File: src/sv/dbdt_pkg.sv
// package for the double buffer dirty tracker: sizes, codes and the
// controller/datapath command and status structs; no dependencies
`default_nettype none

package dbdt_pkg;

    localparam int NUM_REGIONS    = 16;
    localparam int IDX_W          = $clog2(NUM_REGIONS);
    localparam int REGION_W       = 4;
    localparam int REGION_COUNT_W = 5;
    localparam int ACTION_W       = 2;
    localparam int COMMAND_W      = 2;

    localparam logic [ACTION_W-1:0] ACT_MARK_FRAME  = 2'd0;
    localparam logic [ACTION_W-1:0] ACT_MARK_REGION = 2'd1;
    localparam logic [ACTION_W-1:0] ACT_FLIP        = 2'd2;

    localparam logic [COMMAND_W-1:0] CMD_FRAME  = 2'd0;
    localparam logic [COMMAND_W-1:0] CMD_REGION = 2'd1;
    localparam logic [COMMAND_W-1:0] CMD_FLIP   = 2'd2;

    // controller to datapath
    typedef struct packed {
        logic set_main;     // mark whole frame changed
        logic mark;         // mark the input region changed
        logic scan_init;    // rewind the region scan
        logic scan_region;  // emit region copy, update its flags, advance
        logic scan_skip;    // advance past a clean region
        logic frame_copy;   // emit frame copy, update the frame flag and the region flags below the count
        logic flip;         // emit the closing flip command
    } dp_cmd_t;

    // datapath to controller
    typedef struct packed {
        logic main_changed;
        logic main_pending;
        logic scan_done;
        logic scan_hit;
        logic out_free;
    } dp_status_t;

endpackage

`default_nettype wire

File: src/sv/dbdt_if.sv
// valid/ready channel interfaces for the tracker's input, output and
// configuration ports; depends on dbdt_pkg
`default_nettype none

interface dbdt_in_if;
    logic                          valid;
    logic                          ready;
    logic [dbdt_pkg::ACTION_W-1:0] action;
    logic [dbdt_pkg::REGION_W-1:0] region;

    modport source (output valid, output action, output region, input ready);
    modport sink (input valid, input action, input region, output ready);
endinterface

interface dbdt_out_if;
    logic                           valid;
    logic                           ready;
    logic [dbdt_pkg::COMMAND_W-1:0] command;
    logic [dbdt_pkg::REGION_W-1:0]  region_out;
    logic                           last;

    modport source (output valid, output command, output region_out, output last,
                    input ready);
    modport sink (input valid, input command, input region_out, input last,
                  output ready);
endinterface

interface dbdt_cfg_if;
    logic                                valid;
    logic                                ready;
    logic [dbdt_pkg::REGION_COUNT_W-1:0] region_count;

    modport source (output valid, output region_count, input ready);
    modport sink (input valid, input region_count, output ready);
endinterface

`default_nettype wire

File: src/sv/dbdt_ctrl.sv
// controller state machine of the tracker: decodes actions and sequences
// a flip; depends on dbdt_pkg
`default_nettype none

module dbdt_ctrl (
    input  wire logic                          clk,
    input  wire logic                          rst_n,
    input  wire logic                          in_valid,
    input  wire logic [dbdt_pkg::ACTION_W-1:0] in_action,
    output logic                               in_ready,
    input  wire dbdt_pkg::dp_status_t          status,
    output dbdt_pkg::dp_cmd_t                  cmd
);

    typedef enum logic [3:0] {
        ST_IDLE  = 4'b0001,
        ST_FRAME = 4'b0010,
        ST_SCAN  = 4'b0100,
        ST_FLIP  = 4'b1000
    } state_t;

    state_t state_reg;
    state_t state_next;
    logic   accept;

    assign in_ready = (state_reg == ST_IDLE);
    assign accept   = in_valid && in_ready;

    always_comb
    begin
        state_next = state_reg;
        cmd        = '0;
        case (state_reg)
            ST_IDLE:
            begin
                if (accept)
                begin
                    case (in_action)
                        dbdt_pkg::ACT_MARK_FRAME:  cmd.set_main = 1'b1;
                        dbdt_pkg::ACT_MARK_REGION: cmd.mark = 1'b1;
                        dbdt_pkg::ACT_FLIP:
                        begin
                            cmd.scan_init = 1'b1;
                            if (status.main_changed || status.main_pending)
                                state_next = ST_FRAME;
                            else
                                state_next = ST_SCAN;
                        end
                        default: ;
                    endcase
                end
            end
            ST_FRAME:
            begin
                if (status.out_free)
                begin
                    cmd.frame_copy = 1'b1;
                    state_next     = ST_FLIP;
                end
            end
            ST_SCAN:
            begin
                if (status.scan_done)
                    state_next = ST_FLIP;
                else if (!status.scan_hit)
                    cmd.scan_skip = 1'b1;
                else if (status.out_free)
                    cmd.scan_region = 1'b1;
            end
            ST_FLIP:
            begin
                if (status.out_free)
                begin
                    cmd.flip   = 1'b1;
                    state_next = ST_IDLE;
                end
            end
            default: state_next = ST_IDLE;
        endcase
    end

    always_ff @(posedge clk or negedge rst_n)
    begin
        if (!rst_n)
            state_reg <= ST_IDLE;
        else
            state_reg <= state_next;
    end

endmodule

`default_nettype wire

File: src/sv/dbdt_dp.sv
// datapath of the tracker: region count register, frame and region flags,
// scan index and output register; depends on dbdt_pkg
`default_nettype none

module dbdt_dp (
    input  wire logic                                clk,
    input  wire logic                                rst_n,
    input  wire dbdt_pkg::dp_cmd_t                   cmd,
    output dbdt_pkg::dp_status_t                     status,
    input  wire logic [dbdt_pkg::REGION_W-1:0]       in_region,
    input  wire logic                                cfg_valid,
    input  wire logic [dbdt_pkg::REGION_COUNT_W-1:0] cfg_region_count,
    output logic                                     cfg_ready,
    output logic                                     out_valid,
    input  wire logic                                out_ready,
    output logic [dbdt_pkg::COMMAND_W-1:0]           out_command,
    output logic [dbdt_pkg::REGION_W-1:0]            out_region,
    output logic                                     out_last
);

    localparam int N  = dbdt_pkg::NUM_REGIONS;
    localparam int CW = dbdt_pkg::REGION_COUNT_W;

    logic [CW-1:0] region_count_reg;
    logic [CW-1:0] n_eff;
    logic          main_changed_reg, main_changed_next;
    logic          main_pending_reg, main_pending_next;
    logic [N-1:0]  changed_reg, changed_next;
    logic [N-1:0]  pending_reg, pending_next;
    logic [CW-1:0] scan_idx_reg, scan_idx_next;
    logic [dbdt_pkg::IDX_W-1:0] scan_sel;

    logic                           out_valid_reg, out_valid_next;
    logic [dbdt_pkg::COMMAND_W-1:0] out_command_reg, out_command_next;
    logic [dbdt_pkg::REGION_W-1:0]  out_region_reg, out_region_next;
    logic                           out_last_reg, out_last_next;

    assign cfg_ready = 1'b1;

    // count saturated at the number of regions
    assign n_eff = (region_count_reg > CW'(N)) ? CW'(N) : region_count_reg;
    assign scan_sel = scan_idx_reg[dbdt_pkg::IDX_W-1:0];

    assign status.main_changed = main_changed_reg;
    assign status.main_pending = main_pending_reg;
    assign status.scan_done    = (scan_idx_reg >= n_eff);
    assign status.scan_hit     = changed_reg[scan_sel] || pending_reg[scan_sel];
    assign status.out_free     = !out_valid_reg || out_ready;

    always_comb
    begin
        main_changed_next = main_changed_reg;
        main_pending_next = main_pending_reg;
        changed_next      = changed_reg;
        pending_next      = pending_reg;
        scan_idx_next     = scan_idx_reg;

        if (cmd.set_main)
            main_changed_next = 1'b1;

        if (cmd.mark && (CW'(in_region) < n_eff))
            changed_next[in_region[dbdt_pkg::IDX_W-1:0]] = 1'b1;

        if (cmd.scan_init)
            scan_idx_next = '0;

        if (cmd.scan_skip)
            scan_idx_next = scan_idx_reg + CW'(1);

        if (cmd.scan_region)
        begin
            scan_idx_next = scan_idx_reg + CW'(1);
            if (changed_reg[scan_sel])
            begin
                changed_next[scan_sel] = 1'b0;
                pending_next[scan_sel] = 1'b1;
            end
            else
            begin
                pending_next[scan_sel] = 1'b0;
            end
        end

        if (cmd.frame_copy)
        begin
            if (main_changed_reg)
            begin
                main_changed_next = 1'b0;
                main_pending_next = 1'b1;
            end
            else
            begin
                main_pending_next = 1'b0;
            end
            for (int i = 0; i < N; i++)
            begin
                if (CW'(i) < n_eff)
                begin
                    pending_next[i] = main_changed_reg ? 1'b0 : changed_reg[i];
                    changed_next[i] = 1'b0;
                end
            end
        end
    end

    always_comb
    begin
        out_valid_next   = out_valid_reg && !out_ready;
        out_command_next = out_command_reg;
        out_region_next  = out_region_reg;
        out_last_next    = out_last_reg;
        if (cmd.frame_copy)
        begin
            out_valid_next   = 1'b1;
            out_command_next = dbdt_pkg::CMD_FRAME;
            out_region_next  = '0;
            out_last_next    = 1'b0;
        end
        else if (cmd.scan_region)
        begin
            out_valid_next   = 1'b1;
            out_command_next = dbdt_pkg::CMD_REGION;
            out_region_next  = dbdt_pkg::REGION_W'(scan_sel);
            out_last_next    = 1'b0;
        end
        else if (cmd.flip)
        begin
            out_valid_next   = 1'b1;
            out_command_next = dbdt_pkg::CMD_FLIP;
            out_region_next  = '0;
            out_last_next    = 1'b1;
        end
    end

    always_ff @(posedge clk or negedge rst_n)
    begin
        if (!rst_n)
        begin
            region_count_reg <= '0;
            main_changed_reg <= 1'b0;
            main_pending_reg <= 1'b0;
            changed_reg      <= '0;
            pending_reg      <= '0;
            scan_idx_reg     <= '0;
            out_valid_reg    <= 1'b0;
        end
        else
        begin
            if (cfg_valid && cfg_ready)
                region_count_reg <= cfg_region_count;
            main_changed_reg <= main_changed_next;
            main_pending_reg <= main_pending_next;
            changed_reg      <= changed_next;
            pending_reg      <= pending_next;
            scan_idx_reg     <= scan_idx_next;
            out_valid_reg    <= out_valid_next;
        end
    end

    always_ff @(posedge clk)
    begin
        out_command_reg <= out_command_next;
        out_region_reg  <= out_region_next;
        out_last_reg    <= out_last_next;
    end

    assign out_valid   = out_valid_reg;
    assign out_command = out_command_reg;
    assign out_region  = out_region_reg;
    assign out_last    = out_last_reg;

endmodule

`default_nettype wire

File: src/sv/double_buffer_dirty_tracker.sv
// top level of the double buffer dirty tracker: joins controller and
// datapath to the channels; depends on dbdt_pkg, dbdt_if, dbdt_ctrl, dbdt_dp
`default_nettype none

// the tracker records which parts of a double-buffered display have
// changed and, on each flip transaction, issues the copy commands that
// bring the other buffer up to date, ending with a flip command that has
// last set. a mark transaction (whole frame or one region) gives no
// result; region marks at or above the saturated region count are
// dropped. a flip is sequenced by the controller: with a changed or
// pending frame it steps through accept, frame copy and flip; else the
// scan index walks the regions below the count one per cycle while the
// output sink does not stall, then the flip follows. input is taken
// again once the flip command is in the output register; the single
// output register lets marks be taken while that flip command waits.
// region_count must be written through the always-ready configuration
// channel only while the block idles; the block does not enforce this.

module double_buffer_dirty_tracker (
    input wire logic clk,
    input wire logic rst_n,
    dbdt_in_if.sink    in_ch,
    dbdt_out_if.source out_ch,
    dbdt_cfg_if.sink   cfg
);

    dbdt_pkg::dp_cmd_t    cmd;
    dbdt_pkg::dp_status_t status;

    // action decode and flip sequencing
    dbdt_ctrl u_ctrl (
        .clk       (clk),
        .rst_n     (rst_n),
        .in_valid  (in_ch.valid),
        .in_action (in_ch.action),
        .in_ready  (in_ch.ready),
        .status    (status),
        .cmd       (cmd)
    );

    // flags, count register, scan index and output register
    dbdt_dp u_dp (
        .clk              (clk),
        .rst_n            (rst_n),
        .cmd              (cmd),
        .status           (status),
        .in_region        (in_ch.region),
        .cfg_valid        (cfg.valid),
        .cfg_region_count (cfg.region_count),
        .cfg_ready        (cfg.ready),
        .out_valid        (out_ch.valid),
        .out_ready        (out_ch.ready),
        .out_command      (out_ch.command),
        .out_region       (out_ch.region_out),
        .out_last         (out_ch.last)
    );

    // last marks exactly the flip command
    a_last_is_flip: assert property (@(posedge clk) disable iff (!rst_n)
        out_ch.valid |-> (out_ch.last == (out_ch.command == dbdt_pkg::CMD_FLIP)))
        else $error("last does not match flip command");

    // only region copies carry a region number
    a_region_zero: assert property (@(posedge clk) disable iff (!rst_n)
        (out_ch.valid && (out_ch.command != dbdt_pkg::CMD_REGION))
            |-> (out_ch.region_out == '0))
        else $error("region_out not zero outside a region copy");

    // an accepted flip blocks input for at least the next cycle
    a_flip_busy: assert property (@(posedge clk) disable iff (!rst_n)
        (in_ch.valid && in_ch.ready && (in_ch.action == dbdt_pkg::ACT_FLIP))
            |=> !in_ch.ready)
        else $error("input taken right after a flip transaction");

endmodule

`default_nettype wire
File: src/flat_wrapper.sv
// flat-port wrapper written by rule: the top's interface ports become plain ports
module double_buffer_dirty_tracker_flat 
  (clk, rst_n, in_ch_valid, in_ch_action, in_ch_region, in_ch_ready, out_ch_valid, out_ch_command, out_ch_region_out, out_ch_last, out_ch_ready, cfg_valid, cfg_region_count, cfg_ready);
  dbdt_in_if in_ch_i ();
  dbdt_out_if out_ch_i ();
  dbdt_cfg_if cfg_i ();
  input wire logic clk;
  input wire logic rst_n;
  input wire logic [$bits(in_ch_i.valid)-1:0] in_ch_valid;
  input wire logic [$bits(in_ch_i.action)-1:0] in_ch_action;
  input wire logic [$bits(in_ch_i.region)-1:0] in_ch_region;
  output wire logic [$bits(in_ch_i.ready)-1:0] in_ch_ready;
  output wire logic [$bits(out_ch_i.valid)-1:0] out_ch_valid;
  output wire logic [$bits(out_ch_i.command)-1:0] out_ch_command;
  output wire logic [$bits(out_ch_i.region_out)-1:0] out_ch_region_out;
  output wire logic [$bits(out_ch_i.last)-1:0] out_ch_last;
  input wire logic [$bits(out_ch_i.ready)-1:0] out_ch_ready;
  input wire logic [$bits(cfg_i.valid)-1:0] cfg_valid;
  input wire logic [$bits(cfg_i.region_count)-1:0] cfg_region_count;
  output wire logic [$bits(cfg_i.ready)-1:0] cfg_ready;
  assign in_ch_i.valid = in_ch_valid;
  assign in_ch_i.action = in_ch_action;
  assign in_ch_i.region = in_ch_region;
  assign in_ch_ready = in_ch_i.ready;
  assign out_ch_valid = out_ch_i.valid;
  assign out_ch_command = out_ch_i.command;
  assign out_ch_region_out = out_ch_i.region_out;
  assign out_ch_last = out_ch_i.last;
  assign out_ch_i.ready = out_ch_ready;
  assign cfg_i.valid = cfg_valid;
  assign cfg_i.region_count = cfg_region_count;
  assign cfg_ready = cfg_i.ready;
  double_buffer_dirty_tracker u_core (.clk(clk), .rst_n(rst_n), .in_ch(in_ch_i), .out_ch(out_ch_i), .cfg(cfg_i));
endmodule
File: config.mk
export PLATFORM = sky130hd
export DESIGN_NAME = double_buffer_dirty_tracker_flat
export DESIGN_NICKNAME = d
export VERILOG_FILES = /design/src/sv/dbdt_pkg.sv /design/src/sv/dbdt_if.sv /design/src/sv/dbdt_ctrl.sv /design/src/sv/dbdt_dp.sv /design/src/sv/double_buffer_dirty_tracker.sv /design/src/flat_wrapper.sv
export SDC_FILE = /design/constraint.sdc
export NUM_CORES = 1
export LEC_CHECK = 0
export ABC_CLOCK_PERIOD_IN_PS = 3000
export BUFFER_PORTS_ARGS = -buffer_cell sky130_fd_sc_hd__buf_2
export CAP_MARGIN = 30
export CORE_MARGIN = 3
export CORE_UTILIZATION = 45
export CTS_BUF_LIST = sky130_fd_sc_hd__clkbuf_4 sky130_fd_sc_hd__clkbuf_8
export DETAILED_ROUTE_END_ITERATION = 12
export PLACE_DENSITY = 0.69
export SLEW_MARGIN = 20
export SYNTH_ARGS = -nofsm -noshare
export SYNTH_HDL_FRONTEND = slang
export SYNTH_SLANG_ARGS = --single-unit
File: constraint.sdc
create_clock -name clk -period 3 [get_ports clk]
set_input_delay 0.45 -clock clk [delete_from_list [all_inputs] [get_ports clk]]
set_output_delay 0.45 -clock clk [all_outputs]
set_load 0.02 [all_outputs]
After elaboration in Yosys (flattened, before gate mapping)
Index checks and enable logic that the tools add are counted.
Word-level totals
  register bits after elaboration: 55
  bits in latches: 0
  RAM bits: 0
  bits in read-only memories: 0
  input bits: 16
  output and inout bits: 10
  logic and storage cells: 163
  memories kept: 0
Cells by class
  $add $sub $neg: 1
  $mul: 0
  divide/modulo/power cells: 0
  $lt $le $gt $ge: 23
  equality and inequality tests: 11
  shift operators: 0
  multiplexer cells: 97
  bitwise logic cells: 5
  reduce and logical (&&, ||, !) cells: 15
Operator list (number)
  $mux 16: 7
  $mux 1: 69
  $lt 4x5->1 const A: 8
  $and 16x16->16: 2
  $or 16x16->16: 2
  $mux 4: 7
  $lt 3x5->1 const A: 4
  $mux 5: 4
  $not 16->16: 1
  $pmux 4 s4: 1
  $lt 1x5->1 const A: 2
  $lt 2x5->1 const A: 2
  $lt 4x5->1 const B: 2
  $ne 2x1->1 const B: 5
  $mux 3: 3
  $bmux 1 s4: 2
  $demux 1 s4: 2
  $ge 4x1->1 const B: 2
  $add 5x1->5 const B: 1
  $ge 5x5->1: 1
  $gt 5x5->1 const B: 1
  $logic_and 1x1->1: 5
  $lt 4x5->1: 1
  $reduce_and 5->1: 1
  13 further kinds: 17

Depth between registers and ports, before layout
  depth in word-level cells: 11
  depth in mapped cells: 12
  depth with buffers taken out: 9

By module
From an unflattened synthesis, not the netlist that was laid out.
Second synthesis, totals
  cell total of the unflattened synthesis: 370
  area, all modules: 3345.7 sq um
By module, submodules not included
  dbdt_dp: times used 1, cells an instance 337, area an instance 3041.7 sq um
  dbdt_ctrl: times used 1, cells an instance 33, area an instance 304.0 sq um

Least setup slack after synthesis
No wires, ideal clock.
  kind: reg-to-reg
  start: reg u_core.u_dp.region_count_reg[4]
  end: reg u_core.u_dp.out_region_reg, in the netlist u_core.u_dp.out_region[0]
  library setup time: 0.072 ns
  arrival time: 2.495 ns
  required time: 2.928 ns
  setup slack: 0.434 ns
  cell stages (with the launch flop): 13
  cell sequence: dfrtp_1 -> clkbuf_8 -> inv_1 -> clkbuf_1 -> nand2_1 -> ha_1 -> a21o_1 -> a31oi_1 -> o21a_1 -> buf_2 -> nand2_1 -> nor2_2 -> mux2i_1
On the way
  longest elaborated chain between the ends: 6
Ends and longest elaborated chain
  start, declared: line dbdt_dp.sv:24  | logic [CW-1:0] region_count_reg;
  start signal, assigned: line dbdt_dp.sv:150  | region_count_reg <= cfg_region_count;
  $gt 5x5->1: line dbdt_dp.sv:41  | assign n_eff = (region_count_reg > CW'(N)) ? CW'(N) : region_count_reg;
  $mux 5 *: line dbdt_dp.sv:41
  $ge 5x5->1 *: line dbdt_dp.sv:46  | assign status.scan_done = (scan_idx_reg >= n_eff);
  $mux 2 *: line dbdt_ctrl.sv:63  | if (status.scan_done)
  $mux 2 *: line dbdt_ctrl.sv:33  | case (state_reg)
  $mux 4 / $reduce_bool 2->1 (equally long branches)
  end signal, assigned: line dbdt_dp.sv:163  | out_region_reg <= out_region_next;
  end, declared: line dbdt_dp.sv:35  | logic [dbdt_pkg::REGION_W-1:0] out_region_reg, out_region_next;
Every way passes the cells marked *; elsewhere a longest branch is shown, timed or not.
A chain may end at the register's enable or synchronous reset.

Worst setup path in the final report
  start: reg u_core.u_dp.scan_idx_reg[0]
  end: reg u_core.u_dp.out_region_reg, in the netlist u_core.u_dp.out_region[2]
On the way
  longest elaborated chain between the ends: 7
Ends and longest elaborated chain
  start, declared: line dbdt_dp.sv:30  | logic [CW-1:0] scan_idx_reg, scan_idx_next;
  start signal, assigned: line dbdt_dp.sv:155  | scan_idx_reg <= scan_idx_next;
  $bmux 1 s4: line dbdt_dp.sv:47  | assign status.scan_hit = changed_reg[scan_sel] || pending_reg[scan_sel];
  $mux 1 (not written as such): line dbdt_dp.sv:47
  $logic_or 1x1->1: line dbdt_dp.sv:47
  $mux 1: line dbdt_ctrl.sv:65  | else if (!status.scan_hit)
  $mux 2 *: line dbdt_ctrl.sv:63
  $mux 2 *: line dbdt_ctrl.sv:33
  $mux 4 / $reduce_bool 2->1 (equally long branches)
Every way passes the cells marked *; elsewhere a longest branch is shown, timed or not. The select of a mux whose other input is x is not followed.

==> results.cfg <==
[run_status]
outcome = finished, final reports clean

[clocking]
clkSinkCount = 55
path_clk_slew_ns = 0.10
tritoncts = done
post-cts-setup-buffers = 0
cts_root_buf = clkbuf_8
max-clock-path-buffers = 2
htree_levels = 2
clk_latency_ns = 0.31
hold_buffers = 0
cts-resized-gates = 0
numCtsBuffers = 5

[final_layout]
final_area_mm2 = 0.00387
area_growth_pct = 9.18
drive_gt1_share_pct = 20.1
design.final.nets = 421
stdcell_count = 493
n_antenna_cell = 0

[hold_path]
worstHoldPathType = in -> async

[pwr]
switching_share_pct = 40.7
clock_power_share_pct = 15.6
leakagePower_uw = 0.00157
ir_drop_v = 0.000406
comb_power_share_pct = 42.1
seqPwrFrac_pct = 42.2
p_per_area_mw_per_mm2 = 730
power.switching_uw = 1150
power_report.internal_total_uw = 1670

[timing]
timing.final.crit_share_pct = 89.2
fin_skew_ns = 0.0110
final_hold_viol_count = 0
slew_violations = 0
fin_crit_ns = 2.68
worst_slew_pin_slew_ns = 0.882
timing.fmax_mhz = 374
finalSetupViolations = 0
fin_setup_tns_ns = 0
slew_headroom_pct = 40.4
rsz0062_at_grt = no

[route]
vias = 3081
drtAntennaViolNets = 0
wl_per_cell_um = 19.4
avgViaCountPerCell = 6.25
first_pass_iters = 5
drt_iter0_markers = 369
drc = 0
wl_um = 9570

[setup_path]
critPathKind = reg -> reg
r2r_cells = 8
critPathMaxStageDelay_ns = 0.66
slowest_stage = dfrtp_1
critPathLaunch = u_core.u_dp.scan_idx_reg[0]$_DFFE_PN0P_
rrSetupSlack_ns = 0.32
arrival_ns = 2.92
endpoint = u_core.u_dp.out_region[2]$_SDFFE_PP0P_
r2r-start = u_core.u_dp.scan_idx_reg[0]$_DFFE_PN0P_
worstPathRequired_ns = 3.24
endpoint_kind = register
r2r_end = u_core.u_dp.out_region[2]$_SDFFE_PP0P_
cp_max_fo = 10
crit_chain = inv_1, ha_1, nand2b_1, a31oi_1, o21a_1, nand2_1, nor2_2, mux2i_1
critPathLaunchType = register

[global_routing]
first_global_vias = 2968
grt_max_degree = 33
grt_usage_pct = 22.9
grt_pass1_wl_um = 15700
antenna_found_initial = 0
gr-total-overflow = 0

[place]
gp_congestion = 0.905
hpwl_um = 7050
dp.cells = 485
placed_area_mm2 = 0.00377
portBuffers = 24

[die]
design.core.area_mm2 = 0.00745
start_util_pct = 47.6
rows = 31
die_h_um = 94.7
die_w_um = 94.7
pin_count = 26
die_area_mm2 = 0.00897

[run]
cap_violations = 0

[synthesis]
yosysUniqueCellTypes = 65
synth_top_area_cell = dfrtp_1
syn_nets = 398
ys_top_cells_by_area = dfrtp_1 (34%), mux4_2 (5.7%), a21oi_1 (5.5%)
synthCells = 370
ys_ff_latch = 55
async_reset_ff_share_pct = 89.1
ys_warn_count = 0
yosysSeqAreaShare_pct = 38.0
avgSynthCellArea_um2 = 9.58
synthFlopType = dfrtp_1
synth_most_common_cell = dfrtp_1
yosysTopAreaCellShare_pct = 33.9
synth_edf_count = 0
synth_area_mm2 = 0.00354
synthTopCellsByCount = dfrtp_1 (48), nand2_1 (46), a21oi_1 (39)
-- cells in the final DEF, fill, tap and decap left out, drive strengths merged, types with 3 or more instances in the layout --
cell type	n
nor3	4
clkbuf	7
o21ai	25
dfxtp	6
nor2	17
nand2	46
nor2b	17
a31o	4
nand3	12
mux2i	4
and3b	4
a22oi	11
ha	12
or2	4
o31ai	5
buf	36
inv	11
mux2	7
dfrtp	48
a21oi	39
and2	3
mux4	9
a21o	4
a211oi	5
a31oi	9
a2111oi	5
nand2b	6
-- through the flow --
stage	setup slack [ns]	power, uW	utilization (%)	hold WS (ns)
after global placement	0.412	2340	50.4	0.441
final	0.324	2820	51.9	0.0847
after detailed placement	0.333	2360	50.6	0.431
after global routing	0.0730	3010	51.9	0.0930
after CTS	0.310	2810	51.9	0.0878
after floorplan	0.434	2010	-	0.154
-- power groups by stage --
stage,combinational (uW),sequential [uW],clock [uW]
3_5_place_dp,1170,1200,0
3_3_place_gp,1140,1190,0
6_report,1190,1190,441
2_1_floorplan,881,1130,0
4_1_cts,1170,1180,454
5_1_grt,1300,1210,489
-- metal layers --
metal | share of wire [%] | GRT usage, % | vias up
met3 | 8.0 | 3.35 | 27
met1 | 44 | 33.4 | 1490
met4 | 4.0 | 8.41 | 0
li1 | - | - | 1398
met5 | 0 | 0 | -
met2 | 44 | 34.6 | 166
-- kinds of logic after synthesis --
family / Yosys count / share of synthesized area, %
multiplexers: 20 / 9.07
XOR/XNOR: 2 / 0.494
buffers and inverters: 32 / 4.66
AO/OA/AOI/OAI: 120 / 23.7
flip-flops: 55 / 38.0
AND/OR/NAND/NOR: 128 / 19.7
adder cells (fa/ha/maj): 12 / 4.24
other: 1 / 0.106
-- cell type report --
class	count	area [um^2]
fillers	717	3580
multi-input cells	283	2030
flip-flops and latches	55	1350
repair buffers	36	223
well taps	99	124
clock buffers	7	90.1
inverters	12	45.0
clock inverters	1	8.76
-- critical path: cells and delay by family (launching register included) --
kind / cells / cell delay (ns)
compound gates: 2 / 0.58
fa+ha+maj: 1 / 0.29
buf+inv: 1 / 0.13
flops: 1 / 0.66
mux: 1 / 0.22
simple gates: 3 / 0.74
-- worst min-delay path by stage --
stage                                      startpoint                                      to  slack [ns]
2_1_floorplan                                   rst_n  u_core.u_ctrl.state_reg[1]$_DFFE_PN0P_        0.15
3_5_place_dp                                    rst_n  u_core.u_ctrl.state_reg[2]$_DFFE_PN0P_        0.43
4_1_cts                                         rst_n  u_core.u_ctrl.state_reg[2]$_DFFE_PN0P_        0.09
5_1_grt                                         rst_n  u_core.u_ctrl.state_reg[2]$_DFFE_PN0P_        0.09
3_3_place_gp   u_core.u_dp.out_region[2]$_SDFFE_PP0P_  u_core.u_dp.out_region[2]$_SDFFE_PP0P_        0.44
6_report                                        rst_n  u_core.u_ctrl.state_reg[2]$_DFFE_PN0P_        0.08
Note: power is estimated with default switching activity, not from simulation.
